===== config.mk =====
export PLATFORM = sky130hd
export DESIGN_NAME = mpjs_cell
export DESIGN_NICKNAME = d
export VERILOG_FILES = /design/src/hw/rtl/mpjs_pkg.sv /design/src/hw/rtl/mpjs_cell.sv
export SDC_FILE = /design/constraint.sdc
export NUM_CORES = 1
export LEC_CHECK = 0
export BUFFER_PORTS_ARGS = -buffer_cell sky130_fd_sc_hd__clkbuf_2
export CORE_AREA = 2 2 260 262
export CTS_BUF_LIST = sky130_fd_sc_hd__clkbuf_4
export DETAILED_ROUTE_END_ITERATION = 16
export DIE_AREA = 0 0 262 264
export GPL_ROUTABILITY_DRIVEN = 0
export PLACE_DENSITY = 0.36
export SYNTH_ARGS = -nofsm -noshare
export SYNTH_HDL_FRONTEND = slang
export SYNTH_SLANG_ARGS = --single-unit

===== constraint.sdc =====
create_clock -name i_clk -period 5 [get_ports i_clk]
set_input_delay 0.25 -clock i_clk [delete_from_list [all_inputs] [get_ports i_clk]]
set_output_delay 0.25 -clock i_clk [all_outputs]
set_load 0.005 [all_outputs]

===== src/hw/rtl/mpjs_pkg.sv =====
// Shared types, constants and key/order functions for the job scheduler.
// No dependencies; used by the cell, accumulator and top-level modules.
`timescale 1ns / 1ps

package mpjs_pkg;

    localparam int TableDepth = 16;

    localparam logic [1:0] ModeNew    = 2'd0;
    localparam logic [1:0] ModeTick   = 2'd1;
    localparam logic [1:0] ModeFinish = 2'd2;
    localparam logic [1:0] ModeNop    = 2'd3;

    localparam logic [2:0] PolFcfs  = 3'd0;
    localparam logic [2:0] PolPri   = 3'd1;
    localparam logic [2:0] PolPpri  = 3'd2;
    localparam logic [2:0] PolPsrtf = 3'd3;
    localparam logic [2:0] PolRr    = 3'd4;
    localparam logic [2:0] PolSjf   = 3'd5;

    localparam logic [47:0] MaxU48 = 48'hFFFF_FFFF_FFFF;

    typedef struct packed {
        logic [15:0] id;
        logic [31:0] arrival;
        logic [15:0] remaining;
        logic [15:0] required;
        logic [31:0] last_run;
        logic        has_run;
        logic [31:0] start;
        logic        started;
        logic [7:0]  priority_lvl;
    } t_job;

    // Commands broadcast to every cell.
    typedef struct packed {
        logic insert;   // place r_new ahead of the first cell it goes before
        logic pop;      // every cell takes its right neighbor
        logic charge;   // head cell is charged one tick
    } t_cell_cmd;

    // Sort key, 33 bits: under RR a job that never ran gets key 0 (the -1 of the
    // ordering) and a job that ran gets bit 32 set above its last run time
    function automatic logic [32:0] key_of(input logic [2:0] pol, input t_job j);
        logic [32:0] k;
        k = '0;
        unique case (pol)
            PolPri, PolPpri: k = {25'd0, j.priority_lvl};
            PolPsrtf:        k = {17'd0, j.remaining};
            PolRr:           k = j.has_run ? {1'b1, j.last_run} : 33'd0;
            PolSjf:          k = {17'd0, j.required};
            default:         k = '0;
        endcase
        return k;
    endfunction

    function automatic logic goes_before(input logic [2:0] pol, input t_job a,
                                         input t_job b);
        logic [32:0] ka;
        logic [32:0] kb;
        ka = key_of(pol, a);
        kb = key_of(pol, b);
        if (ka != kb) return ka < kb;
        return a.arrival < b.arrival;
    endfunction

endpackage


===== src/hw/rtl/mpjs_cell.sv =====
// One table cell of the scheduler chain: holds a job and its valid bit.
// Depends on mpjs_pkg.
`timescale 1ns / 1ps

module mpjs_cell (
    input  logic                 i_clk,
    input  logic                 i_rst_n,
    input  mpjs_pkg::t_cell_cmd  i_cmd,
    input  logic [2:0]           i_policy,
    input  logic                 i_is_head,
    input  logic [31:0]          i_time_now,
    input  mpjs_pkg::t_job       i_new_job,
    input  logic                 i_left_valid,
    input  logic                 i_left_before,  // new job lands at or left of left cell
    input  mpjs_pkg::t_job       i_left_job,
    input  logic                 i_right_valid,
    input  mpjs_pkg::t_job       i_right_job,
    output logic                 o_valid,
    output logic                 o_before,       // new job lands at or left of this cell
    output mpjs_pkg::t_job       o_job
);

    logic           r_valid;
    mpjs_pkg::t_job r_job;
    logic           n_valid;
    mpjs_pkg::t_job n_job;
    logic           w_before;
    logic           w_here;

    // An empty cell counts as "goes before" so insertion lands at the tail
    assign w_before = !r_valid || mpjs_pkg::goes_before(i_policy, i_new_job, r_job);
    // Insertion point is the first cell the new job goes before; carry it right
    assign w_here   = w_before || i_left_before;

    always_comb begin
        n_valid = r_valid;
        n_job   = r_job;
        priority if (i_cmd.pop) begin
            n_valid = i_right_valid;
            n_job   = i_right_job;
        end else if (i_cmd.insert) begin
            if (w_here) begin
                if (i_is_head || !i_left_before) begin
                    n_valid = 1'b1;
                    n_job   = i_new_job;
                end else begin
                    n_valid = i_left_valid;
                    n_job   = i_left_job;
                end
            end
        end else if (i_cmd.charge && i_is_head && r_valid) begin
            n_job.last_run = i_time_now;
            n_job.has_run  = 1'b1;
            if (r_job.remaining != 16'd0) n_job.remaining = r_job.remaining - 16'd1;
            if (!r_job.started) begin
                n_job.start   = i_time_now;
                n_job.started = 1'b1;
            end
        end
    end

    always_ff @(posedge i_clk) begin
        if (!i_rst_n) begin
            r_valid <= 1'b0;
        end else begin
            r_valid <= n_valid;
        end
        r_job <= n_job;
    end

    assign o_valid  = r_valid;
    assign o_before = w_here;
    assign o_job    = r_job;

endmodule


==> reports/results.ini, run 1 <==
[yosys]
ys_seq_area_share_pct = 41.7
synth_seq_cells = 155
yosys_warnings = 0
synthArstFlopShare_pct = 0
netlist_area_mm2 = 0.0111
syn-num-nets = 1797
synth_edf_count = 154
synth_area_per_cell_um2 = 9.08
synth.distinct_cells = 52
synthCells = 1226
synth_top_flop_cell = edfxtp_1

[layout]
final_util_pct = 28.2
area_growth_pct = 68.3
drive_gt1_share_pct = 34.2
fin_nets = 2703
stdcell_area_mm2 = 0.0187
nFillCells = 7285

[critical_path]
cp-endpoint = o_before
critPathMaxFanout = 33
worst_ep_arrival_time_ns = 4.01
ff2ff_path_depth = 13
cp.required_ns = 4.75
end_kind = output pin
critPathLaunchType = register
rr_startpoint = o_job[41]
reg2reg_slack_ns = 0.80
r2r_end = o_valid
critPathLaunch = o_job[41]
worstSetupPathType = reg2out

[outcome]
status = finished clean

[timing]
max_freq_ghz = 0.235
setup_tns_ns = 0
period_minus_slack_ns = 4.26
setup_viol = 0
max_slew_margin_pct = 31.2
whs_ns = 0.121
finClkSkew_ns = 0.0288
rsz0062_at_grt = no
min_period_over_period_pct = 85.2
tightest_slew_ns = 1.03
report.final.slew_viol_count = 0
hold_viol = 0

[placement]
placed_area_mm2 = 0.0155
port_buffers = 661
dp_hpwl_um = 53300

[drt]
routed_via_density = 4.38
finalWirelength_um = 65200
wl_per_cell_um = 21.6
drt-pass1-iter-count = 6
drc = 0
drtAntennaViolNets = 0
route.vias.total = 13200
drt-initial-drc-count = 701

[floorplanning]
die_area_mm2 = 0.0692
rows = 95
core_mm2 = 0.0666
fp.dieW_um = 262
initial_utilization_pct = 16.7
die_h_um = 264
io-pin-count = 662

[power]
p_per_area_mw_per_mm2 = 211
finalPower_mw = 3.95
vdd_ir_drop_max_mv = 0.136
p_leak_nw = 8.80

[grt]
grt_max_degree = 131
grt_pass1_vias = 13700
track_usage_pct = 18.3
grt_pass1_wl_um = 90400
antenna_found_initial = 12
grt_overflow_total = 0

[cts]
clk_pin_slew_ns = 0.16
cts_tree = yes
clk_latency_ns = 0.73
cts_root_buffer = clkbuf_4
clockBufferDepth = 2
cts-htree-levels = 4
cts.sink_count = 155
cts_setup_buffers = 0
cts_buffers = 17

[min_path]
hp-class = in2reg

[job]
maxCapViolations = 0

[per-stage QoR]
step                cells  setup slack (ns)
finish               3021             0.738
global route         3020             0.305
CTS                  3017             0.397
detailed placement   2685             0.423
global placement     2685             0.593
floorplan            1226            0.0175
[cells by family after synthesis]
family                   share of synthesized area, %
AO/OA/AOI/OAI                                    20.9
XOR/XNOR                                         1.18
adder cells (fa/ha/maj)                          7.30
buffers and inverters                            4.79
flip-flops                                       41.7
multiplexers                                     7.37
AND/OR/NAND/NOR                                  16.8
[cell type report]
| type | count | area (um2) | area share, % |
|---|---|---|---|
| flip-flops and latches | 155 | 4640 | 24.8 |
| multi-input cells | 930 | 6020 | 32.1 |
| diodes | 4 | 10.0 | 0.0534 |
| inverters | 47 | 179 | 0.954 |
| well taps | 873 | 1090 | 5.83 |
| clock inverters | 12 | 125 | 0.667 |
| repair buffers | 981 | 6540 | 34.9 |
| clock buffers | 19 | 143 | 0.761 |
[flip-flops by register name, indices dropped and copies added (netlist names)]
signal and cells:
o_job 154, o_valid 1
[Yosys cell counts, types with 5 or more instances]
cell type    n  share of area (%)
nor2_1      51                1.7
a22oi_1     25                1.7
nand2_1    288                9.7
nand3_1     23                1.0
a21oi_1     25                1.1
ha_1        65                7.3
xor2_1      13                1.0
a311oi_1    64                5.0
and2_1      17               0.95
a222oi_1    16                1.4
mux2_2       8               0.81
inv_1       47                1.6
mux2i_1     73                6.6
clkbuf_1    84                2.8
nor3_1       7               0.31
and4_1       5               0.39
nand4_1      7               0.39
buf_1        9               0.30
nor2b_1      6               0.34
o21ai_0    119                5.3
edfxtp_1   154                 42
a21o_1      64                4.3
a221oi_1    11               0.86
[critical path, cell delays in order, from the launching register on]
cell       delay (ns)
edfxtp_1         0.42
nor4bb_4         0.20
buf_4            0.39
nand2_1          0.11
ha_1             0.30
and4_1           0.27
nand4_1          0.33
or2_2            0.41
o22ai_1          0.20
nand4bb_1        0.21
nand4b_1         0.22
clkbuf_2         0.18
[power by group]
group          switching [mW]  total [mW]  internal (mW)  leakage, nW
logic                   0.667        1.35          0.685         7.07
registers               0.133        1.74           1.61         1.59
clock network           0.548       0.850          0.302        0.146
total                    1.35        3.95           2.60         8.80
[timing repair]
| item | 4_1_cts | 5_1_grt |
|---|---|---|
| endpoints found under the hold margin | 154 | 0 |
| resized for setup | 0 | 0 |
| hold buffers | 301 | 0 |
[layer usage]
layer | wire [um] | vias to the layer above | part of all wire (%) | global-route usage [%]
met5 | 87 | - | 0.13 | 0
met4 | 1280 | 12 | 2.0 | 4.64
met3 | 4440 | 61 | 6.8 | 4.83
met2 | 32600 | 523 | 50 | 33.2
met1 | 26800 | 6287 | 41 | 21.2
li1 | - | 6361 | - | -
[worst min path at each step]
stage	from	end	slack (ns)	cells past startpoint
floorplan	i_rst_n	o_valid	0.38	2
CTS	i_new_job[63]	o_job[63]	0.005	4
finish	i_right_job[79]	o_job[79]	0.12	3
global placement	i_rst_n	o_valid	0.49	3
detailed placement	i_rst_n	o_valid	0.49	3
global route	i_right_job[79]	o_job[79]	0.03	3
[placed cells by master, fill, tap and decap left out, drive strengths merged, types with 13 or more instances in the layout]
| cell | count |
|---|---|
| xor2 | 13 |
| mux2i | 73 |
| a21o | 64 |
| and2 | 17 |
| o21ai | 121 |
| clkbuf | 678 |
| buf | 21 |
| nand2 | 288 |
| nor2 | 52 |
| inv | 48 |
| ha | 65 |
| dlygate4sd3 | 301 |
| edfxtp | 154 |
| nand3 | 23 |
| a21oi | 25 |
| a222oi | 16 |
| a311oi | 64 |
| a22oi | 25 |
(Power assumes the default switching activity.)
==> run 2, diff against run 1 <==
Settings changed: CELL_PAD_IN_SITES_DETAIL_PLACEMENT set to 0, CELL_PAD_IN_SITES_GLOBAL_PLACEMENT set to 1, CORE_AREA 2 2 260 262 to 2 2 259 261, CTS_BUF_LIST sky130_fd_sc_hd__clkbuf_4 to sky130_fd_sc_hd__clkbuf_8, DIE_AREA 0 0 262 264 to 0 0 261 263, PLACE_DENSITY 0.36 to 0.48.
==> reports/results.ini, run 2 (synthesis gave the netlist of run 1 again) <==
[outcome]
status = finished clean

[drt]
drtAntennaViolNets = 0
wl_met1_um = 26300
met3WireLength_um = 5110
wl_per_cell_um = 23.9
route.vias.total = 12700
drt-initial-drc-count = 723
finalWirelength_um = 68700
drt-pass1-iter-count = 6
routed_via_density = 4.44
wl_met2_um = 35500
drc = 0
routed.top_layer = met5

[power]
p_seq_share_pct = 44.1
combinationalPowerShare_pct = 31.0
p_sw_share_pct = 35.1
p_leak_nw = 8.19
p_int_mw = 2.56
p_per_area_mw_per_mm2 = 228
switchingPower_mw = 1.39
clkPwrFrac_pct = 24.9
vdd_ir_drop_max_mv = 0.133

[critical_path]
cp.required_ns = 5.45
crit_slowest_cell = dlygate4sd3_1
end_kind = register
path_cells = nor4bb_4, buf_4, nand2_1, ha_1, and4_1, nand4_1, or2_2, o22ai_1, nand4bb_1, a31o_2, clkinv_2, buf_12, nand3_1, dlygate4sd3_1, o21ai_0
worst_ep_arrival_time_ns = 5.17
critPathMaxFanout = 33
worstSetupPathType = reg2reg
critPathLaunchType = register
slowest_delay_ns = 0.55

[cts]
cts-htree-levels = 4
clk_pin_slew_ns = 0.10
clk_latency_ns = 0.57
holdBufCountCts = 156
cts_tree = yes
cts_root_buffer = clkbuf_8
cts.sink_count = 155
clockBufferDepth = 2
cts-resized-gates = 0
cts_setup_buffers = 0
cts_buffers = 17

[grt]
grt_overflow_total = 0
grt_pass1_wl_um = 94600
grt_pass1_vias = 13200
antenna_found_initial = 11
grt_max_degree = 99
track_usage_pct = 19.5

[floorplanning]
die_h_um = 263
fp.dieW_um = 261
io-pin-count = 662
initial_utilization_pct = 17.0
core_mm2 = 0.0656
die_area_mm2 = 0.0686
rows = 94

[timing]
max_freq_ghz = 0.212
setup_tns_ns = 0
tightest_slew_ns = 1.02
setup_viol = 0
hold_viol = 0
finClkSkew_ns = 0.0270
report.final.slew_viol_count = 0
whs_ns = 0.0559
rsz0062_at_grt = no
max_slew_margin_pct = 31.8
min_period_over_period_pct = 94.4
period_minus_slack_ns = 4.72

[min_path]
hp-class = in2reg

[layout]
final_cells = 2870
mostFrequentLayoutCells = clkbuf_2 (659), nand2_1 (287), dlygate4sd3_1 (156), edfxtp_1 (154), o21ai_0 (119)
area_growth_pct = 55.9
mostFrequentLayoutCell = clkbuf_2
multi_input_area_mm2 = 0.00601
nFillCells = 7275
largest_reg_flops = 154
drive_gt1_share_pct = 36.6
ff_latch_area_mm2 = 0.00464
fin_nets = 2558

[job]
maxCapViolations = 0

[placement]
dp_hpwl_um = 57000
post-place-cells = 2676
port_buffers = 661

## run 2: cell types whose count changed in the layout (fill, tap and decap cells not counted), sizes merged
cell / before / now
dlygate4sd3: 301 / 156
clkbuf: 678 / 676
clkinv: 7 / 9
diode: 4 / 6
bufinv: 2 / 1
clkinvlp: 2 / 3
inv: 48 / 49
## run 2: worst paths after layout
kind / start / to / slack, ns / depth (start not counted)
worst min-delay path: i_right_job[41] / o_job[41] / 0.06 / 3
worst max-delay path: o_job[41] / o_valid / 0.28 / 15
worst max register to register: o_job[41] / o_valid / 0.28 / 15
worst min register to register: o_valid / o_valid / 0.58 / 2
## run 2: layer usage
metal  global-route usage, %  up-vias
li1                        -     6077
met1                    21.4     6098
met2                    35.8      490
met3                    5.31       61
met4                    6.42       12
met5                       0        -
## run 2: layout make-up
| class | count | share of cell area [%] |
|---|---|---|
| Antenna cell | 6 | 0.0865 |
| Clock buffer | 17 | 1.35 |
| Clock inverter | 15 | 0.713 |
| Inverter | 47 | 1.02 |
| Multi-Input combinational cell | 930 | 34.6 |
| Sequential cell | 155 | 26.7 |
| Tap cell | 864 | 6.23 |
| Timing Repair Buffer | 836 | 29.2 |
## run 2: stage by stage
stage	setup WS (ns)	instance area (um2)	power (mW)	util (%)
floorplan	0.0175	11100	2.20	-
global placement	0.438	15400	2.93	23.5
detailed placement	0.273	15400	2.92	23.5
CTS	0.352	17400	4.06	26.4
global route	0.0805	17400	4.20	26.4
finish	0.279	17400	3.95	26.5
## run 2: critical path: cells and delay by family (launching register included)
kind,cells,cell delay [ns]
adders and majority gates,1,0.32
and+or+nand+nor,7,1.77
AOI/OAI and AO/OA,3,0.45
DFF,1,0.39
buffers and inverters,4,1.65
## run 2: power by group through the flow
stage | Clock (mW) | Combinational [mW] | Sequential [mW]
after floorplan | 0 | 0.475 | 1.73
after global placement | 0 | 1.15 | 1.78
after detailed placement | 0 | 1.14 | 1.78
after CTS | 1.05 | 1.26 | 1.75
after global routing | 1.08 | 1.35 | 1.76
final | 0.982 | 1.23 | 1.74
