==> config.mk <==
export PLATFORM = sky130hd
export DESIGN_NAME = mpjs_totals
export DESIGN_NICKNAME = d
export VERILOG_FILES = /design/src/hw/rtl/mpjs_pkg.sv /design/src/hw/rtl/mpjs_totals.sv
export SDC_FILE = /design/constraint.sdc
export NUM_CORES = 1
export LEC_CHECK = 0
export ABC_AREA = 1
export BUFFER_PORTS_ARGS = -buffer_cell sky130_fd_sc_hd__buf_2
export CAP_MARGIN = 20
export CORE_MARGIN = 8
export CORE_UTILIZATION = 45
export CTS_BUF_LIST = sky130_fd_sc_hd__clkbuf_4 sky130_fd_sc_hd__clkbuf_8 sky130_fd_sc_hd__clkbuf_16
export DETAILED_ROUTE_END_ITERATION = 6
export GPL_TIMING_DRIVEN = 0
export PLACE_DENSITY = 0.65
export RECOVER_POWER = 100
export SLEW_MARGIN = 20
export SYNTH_ARGS = -nofsm -noshare
export SYNTH_HDL_FRONTEND = slang
export SYNTH_SLANG_ARGS = --single-unit
==> constraint.sdc <==
create_clock -name i_clk -period 4.06 [get_ports i_clk]
set_input_delay 0.406 -clock i_clk [delete_from_list [all_inputs] [get_ports i_clk]]
set_output_delay 0.406 -clock i_clk [all_outputs]
set_load 0.02 [all_outputs]
==> src/hw/rtl/mpjs_pkg.sv <==
// Shared types, constants and key/order functions for the job scheduler.
// No dependencies; used by the cell, accumulator and top-level modules.
`timescale 1ns / 1ps

package mpjs_pkg;

    localparam int TableDepth = 16;

    localparam logic [1:0] ModeNew    = 2'd0;
    localparam logic [1:0] ModeTick   = 2'd1;
    localparam logic [1:0] ModeFinish = 2'd2;
    localparam logic [1:0] ModeNop    = 2'd3;

    localparam logic [2:0] PolFcfs  = 3'd0;
    localparam logic [2:0] PolPri   = 3'd1;
    localparam logic [2:0] PolPpri  = 3'd2;
    localparam logic [2:0] PolPsrtf = 3'd3;
    localparam logic [2:0] PolRr    = 3'd4;
    localparam logic [2:0] PolSjf   = 3'd5;

    localparam logic [47:0] MaxU48 = 48'hFFFF_FFFF_FFFF;

    typedef struct packed {
        logic [15:0] id;
        logic [31:0] arrival;
        logic [15:0] remaining;
        logic [15:0] required;
        logic [31:0] last_run;
        logic        has_run;
        logic [31:0] start;
        logic        started;
        logic [7:0]  priority_lvl;
    } t_job;

    // Commands broadcast to every cell.
    typedef struct packed {
        logic insert;   // place r_new ahead of the first cell it goes before
        logic pop;      // every cell takes its right neighbor
        logic charge;   // head cell is charged one tick
    } t_cell_cmd;

    // Sort key, 33 bits: under RR a job that never ran gets key 0 (the -1 of the
    // ordering) and a job that ran gets bit 32 set above its last run time
    function automatic logic [32:0] key_of(input logic [2:0] pol, input t_job j);
        logic [32:0] k;
        k = '0;
        unique case (pol)
            PolPri, PolPpri: k = {25'd0, j.priority_lvl};
            PolPsrtf:        k = {17'd0, j.remaining};
            PolRr:           k = j.has_run ? {1'b1, j.last_run} : 33'd0;
            PolSjf:          k = {17'd0, j.required};
            default:         k = '0;
        endcase
        return k;
    endfunction

    function automatic logic goes_before(input logic [2:0] pol, input t_job a,
                                         input t_job b);
        logic [32:0] ka;
        logic [32:0] kb;
        ka = key_of(pol, a);
        kb = key_of(pol, b);
        if (ka != kb) return ka < kb;
        return a.arrival < b.arrival;
    endfunction

endpackage

==> src/hw/rtl/mpjs_totals.sv <==
// Saturating statistics accumulators: a finish first registers its wait, response and turnaround terms, then adds them.
// Depends on mpjs_pkg.
`timescale 1ns / 1ps

module mpjs_totals (
    input  logic                i_clk,
    input  logic                i_rst_n,
    input  logic                i_start,      // head job retires this cycle
    input  logic [31:0]         i_time_now,
    input  mpjs_pkg::t_job      i_job,
    output logic [31:0]         o_jobs_done,
    output logic [47:0]         o_wait_sum,
    output logic [47:0]         o_response_sum,
    output logic [47:0]         o_turnaround_sum
);

    logic        r_stage;
    logic [33:0] r_turn;    // signed terms, 34 bits
    logic [33:0] r_wait;
    logic [33:0] r_resp;
    logic [31:0] r_done;
    logic [47:0] r_wsum;
    logic [47:0] r_rsum;
    logic [47:0] r_tsum;

    logic [33:0] w_t;
    logic [33:0] w_arr;
    logic [33:0] w_st;
    logic [48:0] w_wadd;
    logic [48:0] w_tadd;
    logic [48:0] w_radd;

    assign w_t   = {2'b00, i_time_now};
    assign w_arr = {2'b00, i_job.arrival};
    assign w_st  = (i_job.started ? {2'b00, i_job.start} : w_t) - 34'd1;

    assign w_wadd = {1'b0, r_wsum} + {15'd0, r_wait};
    assign w_tadd = {1'b0, r_tsum} + {15'd0, r_turn};
    assign w_radd = {r_rsum[47], r_rsum} + {{15{r_resp[33]}}, r_resp};

    always_ff @(posedge i_clk) begin
        if (!i_rst_n) begin
            r_stage <= 1'b0;
            r_done  <= '0;
            r_wsum  <= '0;
            r_rsum  <= '0;
            r_tsum  <= '0;
        end else begin
            r_stage <= i_start;
            if (i_start && r_done != 32'hFFFF_FFFF) r_done <= r_done + 32'd1;
            if (r_stage) begin
                if (!r_wait[33]) r_wsum <= w_wadd[48] ? mpjs_pkg::MaxU48 : w_wadd[47:0];
                if (!r_turn[33]) r_tsum <= w_tadd[48] ? mpjs_pkg::MaxU48 : w_tadd[47:0];
                if (w_radd[48] != w_radd[47])
                    r_rsum <= w_radd[48] ? {1'b1, 47'd0} : {1'b0, {47{1'b1}}};
                else
                    r_rsum <= w_radd[47:0];
            end
        end
        if (i_start) begin
            r_turn <= w_t - w_arr;
            r_wait <= w_t - w_arr - {18'd0, i_job.required};
            r_resp <= w_st - w_arr;
        end
    end

    assign o_jobs_done      = r_done;
    assign o_wait_sum       = r_wsum;
    assign o_response_sum   = r_rsum;
    assign o_turnaround_sum = r_tsum;

endmodule
==> results of run 1 <==
-- synthesized netlist by cell type (all sizes together) (69+ instances only) --
cell,n
nand3,210
ha,198
dfxtp,177
nor2,462
inv,655
a21oi,297
xor2,141
nor3,69
nand4,80
nand2,1089
o21ai,276
edfxtp,101
-- power groups by stage --
stage	registers (mW)	logic, mW	clock network [mW]
2_1_floorplan	3.58	3.20	0
3_3_place_gp	3.58	4.70	0
3_5_place_dp	3.59	4.72	0
4_1_cts	3.53	4.75	3.37
5_1_grt	3.56	5.28	3.47
6_report	3.54	4.78	3.30
-- critical path, delay by kind of cell, from the launching register on --
| kind | cells | cell delay (ns) |
|---|---|---|
| AND/OR/NAND/NOR | 8 | 1.14 |
| buffers and inverters | 1 | 0.08 |
| AO/OA/AOI/OAI | 3 | 1.43 |
| adder cells (fa/ha/maj) | 2 | 0.69 |
| flip-flops | 1 | 0.42 |
-- flip-flops by register name, indices dropped and copies added, names as in the netlist --
register          cells
r_resp               34
o_jobs_done          32
r_turn               33
o_turnaround_sum     48
o_response_sum       48
r_wait               34
o_wait_sum           48
r_stage               1
-- kinds of logic (layout without fill, tap and decap cells) --
group,count (synthesis),in the layout,synth area share
buffers and inverters,723,1077,0.109
and+or+nand+nor,1963,1963,0.319
adders and majority gates,204,204,0.0994
AOI/OAI and AO/OA,717,717,0.153
DFF,278,278,0.252
xor gates and xnor gates,193,193,0.0647
muxes,7,7,0.00283
-- routing by layer --
metal	vias up	global-route usage	part of all wire	wire, um
met5	-	0	0	0
met4	0	0.104	0.039	3740
met3	176	0.0482	0.079	7520
met2	1013	0.433	0.43	41000
met1	12600	0.367	0.45	42600
li1	14000	-	-	-
-- layout make-up --
class | instances | area, sq um | share of cell area
multi-input combinational | 3084 | 16600 | 0.565
buffer | 68 | 355 | 0.0121
timing repair buffer | 291 | 1250 | 0.0426
clock inverter | 19 | 204 | 0.00693
sequential | 278 | 6580 | 0.223
clock buffer | 44 | 1010 | 0.0345
inverter | 655 | 2460 | 0.0835
tap | 765 | 957 | 0.0325
-- path summary, 6_finish.rpt --
path,slack [ns],from,end,depth (start not counted)
max,0.21,r_wait[0],o_wait_sum[25],14
min,0.38,i_job[74],r_wait[0],3
max reg2reg,0.21,r_wait[0],o_wait_sum[25],14
min reg2reg,0.50,o_jobs_done[21],o_jobs_done[21],2
-- through the flow --
stage | power (mW) | setup slack (ns) | instances | area (sq um)
final | 11.6 | 0.215 | 5204 | 29400
after global routing | 12.3 | 0.0422 | 5204 | 29400
after CTS | 11.6 | 0.419 | 5204 | 29800
after detailed placement | 8.31 | -0.138 | 5141 | 28600
after global placement | 8.28 | -0.160 | 5140 | 28500
after floorplan | 6.78 | 0.751 | 4085 | 26100
==> results.py, run 1 <==
metrics = {
    "route": {
        "vias": 27800,
        "drc": 0,
        "avgViaCountPerCell": 5.34,
        "drtIter0Drc": 2239,
        "routed_wl_um": 94900,
        "wire_per_inst_um": 18.2,
        "first_pass_iters": 6,
        "antenna_left": 0,
    },
    "critical_path": {
        "end_kind": "flop",
        "cp_max_fo": 9,
        "critPathMaxStageDelay_ns": 0.66,
        "startpoint_type": "flop",
        "critical_path_class": "flop to flop",
        "crit_path_frequent_cell": "nand2_1",
        "cp_cell_sequence": "ha_1 > inv_1 > fa_1 > o21ai_0 > a21oi_1 > o21ai_0 > nand2_1 > nand2_1 > nand2_1 > nand2_1 > nand2_2 > nand2_2 > nor2_1 > nor2_1",
        "cpMaxStageDelayCell": "o21ai_0",
        "cp.arrival_ns": 4.32,
        "required_ns": 4.53,
    },
    "sta": {
        "setup_violations": 0,
        "slew_headroom": 0.121,
        "fin_crit_sh": 0.947,
        "finalHoldViolations": 0,
        "fin_crit_ns": 3.85,
        "whs_ns": 0.381,
        "setup_tns_ns": 0,
        "rsz0062_at_grt": "no",
        "drv_slew": 0,
        "max_freq_mhz": 260,
        "fin_skew_ns": 0.0245,
        "worst_pin_slew_ns": 1.32,
    },
    "power": {
        "p_comb_frac": 0.412,
        "p_per_area_nw_per_um2": 394,
        "clkPwrFrac": 0.284,
        "leakage_nw": 14.1,
        "power_switching_mw": 4.81,
        "pwr-share-seq": 0.305,
        "vdd_drop_max_uv": 258,
        "intPower_mw": 6.81,
        "switching_share": 0.414,
    },
    "synth": {
        "synth_top_area_frac": 0.153,
        "netlist_top_cells_area": "nand2_1 15%, dfxtp_1 14%, edfxtp_1 12%",
        "ys_types": 57,
        "synth_ff_type": "dfxtp_1",
        "ys_seq_elements": 278,
        "syn_inst": 4085,
        "ys_seq_area_frac": 0.252,
        "syn_area_per_cell_sq_um": 6.40,
        "synth_warnings": 0,
        "synth_edf_count": 101,
        "syn_area_sq_um": 26100,
        "async_flop_share": 0,
        "synth_top_cell_by_area": "nand2_1",
        "syn_nets": 4478,
    },
    "global_route": {
        "grt_usage": 0.273,
        "grt_first_pass_wirelength_um": 145000,
        "grt_max_degree": 84,
        "antenna_found_initial": 2,
        "grt_pass1_vias": 26200,
        "overflow": 0,
    },
    "clock_network": {
        "cts_tree": "done",
        "clockBufferDepth": 3,
        "path_clk_slew_ns": 0.06,
        "htree_levels": 2,
        "clk_latency_ns": 0.55,
        "post_cts_buffers": 0,
        "post_cts_resized": 0,
        "clkSinkCount": 278,
        "numCtsBuffers": 35,
        "cts_hold_buffers": 0,
        "root_buffer": "clkbuf_16",
    },
    "die": {
        "die_y_um": 257,
        "ios": 365,
        "fp-row-count": 88,
        "die-area_sq_um": 66000,
        "die_w_um": 257,
        "start_util": 0.454,
        "core-area_sq_um": 57600,
    },
    "layout": {
        "antenna_cells": 0,
        "final_common_cell": "nand2_1",
        "drive_gt1_frac": 0.0642,
        "synthToLayoutAreaGrowth_pct": 12.7,
        "nFillCells": 6213,
        "final_core_util": 0.511,
        "finalNetCount": 4806,
        "layout_common_cells": "1073 x nand2_1, 646 x inv_1, 448 x nor2_1, 286 x a21oi_1, 255 x o21ai_0",
    },
    "placement": {
        "routabilityCongestion": 1.01,
        "dp_hpwl_um": 79900,
        "port_buffers": 290,
    },
    "worst_hold_path": {
        "holdCritPathClass": "input port to flop",
    },
    "status": {
        "status": "finished, final reports clean",
    },
    "flow_run": {
        "cap_violations": 0,
    },
}
No activity file was read; power rests on OpenSTA's default activity.
==> inputs of run 2 (changes only) <==
PLACE_DENSITY = 0.68   (was 0.65)
clock period = 3.2 ns   (was 4.06 ns; I/O delays follow)
==> run 2 against run 1 <==
The run now ends with capacitance limit, slew limit left. Wire length up 1.4%. Worst setup slack got worse by 0.14 ns. Combinational power grew 34%. Via count grew 0.58%. Core utilization up 1.9 points. Power up 29%. Sequential power rose by 26%. Count of clock-buffer cells in the layout is 4 higher. Critical path type is now input port to flop. Largest cell class unchanged.
==> results.py, run 2 (synthesis gave the netlist of run 1 again) <==
metrics = {
    "route": {
        "top_layer": "met4",
        "wl_met1_um": 43700,
        "drtIter0Drc": 2434,
        "met3RoutedLength_um": 6620,
        "drc": 0,
        "antenna_left": 0,
        "avgViaCountPerCell": 5.36,
        "vias": 28000,
        "routed_wl_um": 96200,
        "wire_per_inst_um": 18.4,
        "first_pass_iters": 6,
        "routed-wl-met2_um": 43000,
    },
    "power": {
        "total_power_mw": 15.0,
        "leakage_nw": 15.0,
        "p_per_area_nw_per_um2": 491,
        "vdd_drop_max_uv": 358,
    },
    "layout": {
        "fin_area_sq_um": 30600,
        "layout_common_cells": "1052 x nand2_1, 643 x inv_1, 432 x nor2_1, 296 x buf_2, 273 x a21oi_1",
        "finalNetCount": 4820,
        "synthToLayoutAreaGrowth_pct": 17.0,
        "final_core_util": 0.531,
        "drive_gt1_frac": 0.135,
        "antenna_cells": 0,
        "final_common_cell": "nand2_1",
    },
    "clock_network": {
        "htree_levels": 2,
        "clkSinkCount": 278,
        "numCtsBuffers": 35,
        "clockBufferDepth": 3,
        "clk_latency_ns": 0.55,
        "cts_tree": "done",
        "root_buffer": "clkbuf_16",
        "path_clk_slew_ns": 0.05,
    },
    "status": {
        "status": "finished, violations left",
        "violations": "capacitance limit, slew limit",
    },
    "worst_hold_path": {
        "holdCritPathClass": "input port to flop",
    },
    "sta": {
        "max_freq_mhz": 320,
        "drv_slew": 39,
        "setup_violations": 0,
        "fin_skew_ns": 0.0199,
        "worst_pin_slew_ns": 2.23,
        "setup_tns_ns": 0,
        "fin_crit_ns": 3.13,
        "slew_headroom": -0.487,
        "fin_crit_sh": 0.977,
        "rsz0062_at_grt": "yes",
        "finalHoldViolations": 0,
        "setup_slack_ns": 0.0726,
    },
    "placement": {
        "dp_hpwl_um": 80200,
        "routabilityCongestion": 0.969,
        "post_dp_cell_area_sq_um": 28600,
        "post-place-ws_ns": -0.832,
        "port_buffers": 290,
    },
    "global_route": {
        "grt_first_pass_wirelength_um": 146000,
        "overflow": 0,
        "antenna_found_initial": 1,
        "grt_max_degree": 67,
        "grt_pass1_vias": 26000,
        "grt_usage": 0.276,
    },
    "die": {
        "start_util": 0.454,
        "core-area_sq_um": 57600,
        "die_w_um": 257,
        "ios": 365,
        "fp-row-count": 88,
        "die_y_um": 257,
        "die-area_sq_um": 66000,
    },
    "flow_run": {
        "cap_violations": 1,
    },
    "critical_path": {
        "cp_max_fo": 4,
        "end_kind": "flop",
        "cp.arrival_ns": 3.40,
        "startpoint_type": "input port",
        "critical_path_class": "input port to flop",
        "required_ns": 3.48,
    },
}
==> run 2: area by class of cell <==
class / count / area (sq um)
flip-flops and latches: 278 / 6580
inverters: 655 / 2460
multi-input cells: 3084 / 17400
well taps: 765 / 957
repair buffers: 305 / 1580
plain buffers: 68 / 409
clock buffers: 48 / 1030
fillers: 5954 / 27000
clock inverters: 13 / 154
==> run 2: power breakdown <==
| part | internal [mW] | switching (mW) |
|---|---|---|
| Sequential | 4.18 | 0.297 |
| Clock | 2.50 | 1.62 |
| Combinational | 2.09 | 4.32 |
| Total | 8.77 | 6.24 |
==> run 2: worst paths after layout <==
kind	start	end	slack [ns]	cells past startpoint
worst min register to register	o_jobs_done[11]	o_jobs_done[11]	0.49	2
worst max-delay path	i_job[116]	r_wait[32]	0.07	23
worst max register to register	r_wait[0]	o_wait_sum[9]	0.12	13
worst min-delay path	i_job[106]	r_turn[0]	0.33	3
==> run 2: what timing repair did <==
item,in CTS,in global routing
pin swaps,0,29
buffers inserted,1,13
cloned,0,0
resized for setup,21,135
hold buffers,0,0
endpoints found under the setup margin,19,140
==> run 2: per-stage QoR <==
stage | cells | hold WS (ns)
CTS | 5203 | 0.140
detailed placement | 5141 | 0.476
floorplan | 4085 | 0.413
global placement | 5140 | 0.480
global route | 5216 | 0.325
finish | 5216 | 0.328
==> run 2: critical path, stage by stage <==
cell and delay (ns):
buf_2 0.09, inv_1 0.08, ha_2 0.40, nand2_1 0.13, nor2_2 0.17, nand2_1 0.08
nand2_1 0.08, inv_1 0.06, nand2_2 0.11, xor2_2 0.21, ha_2 0.35, a21oi_1 0.19
o21ai_1 0.10, a21oi_1 0.17, nand2_2 0.11, nand2_2 0.11, nand2_2 0.07, inv_2 0.08
nand3_4 0.11, nor2_4 0.17, nand3_1 0.08, nand2_1 0.06, nand2_1 0.07
==> run 2: metal layers <==
| layer | GRT usage | vias to the layer above |
|---|---|---|
| met4 | 0.0819 | 0 |
| li1 | - | 14000 |
| met3 | 0.0407 | 153 |
| met1 | 0.377 | 12800 |
| met5 | 0 | - |
| met2 | 0.447 | 973 |
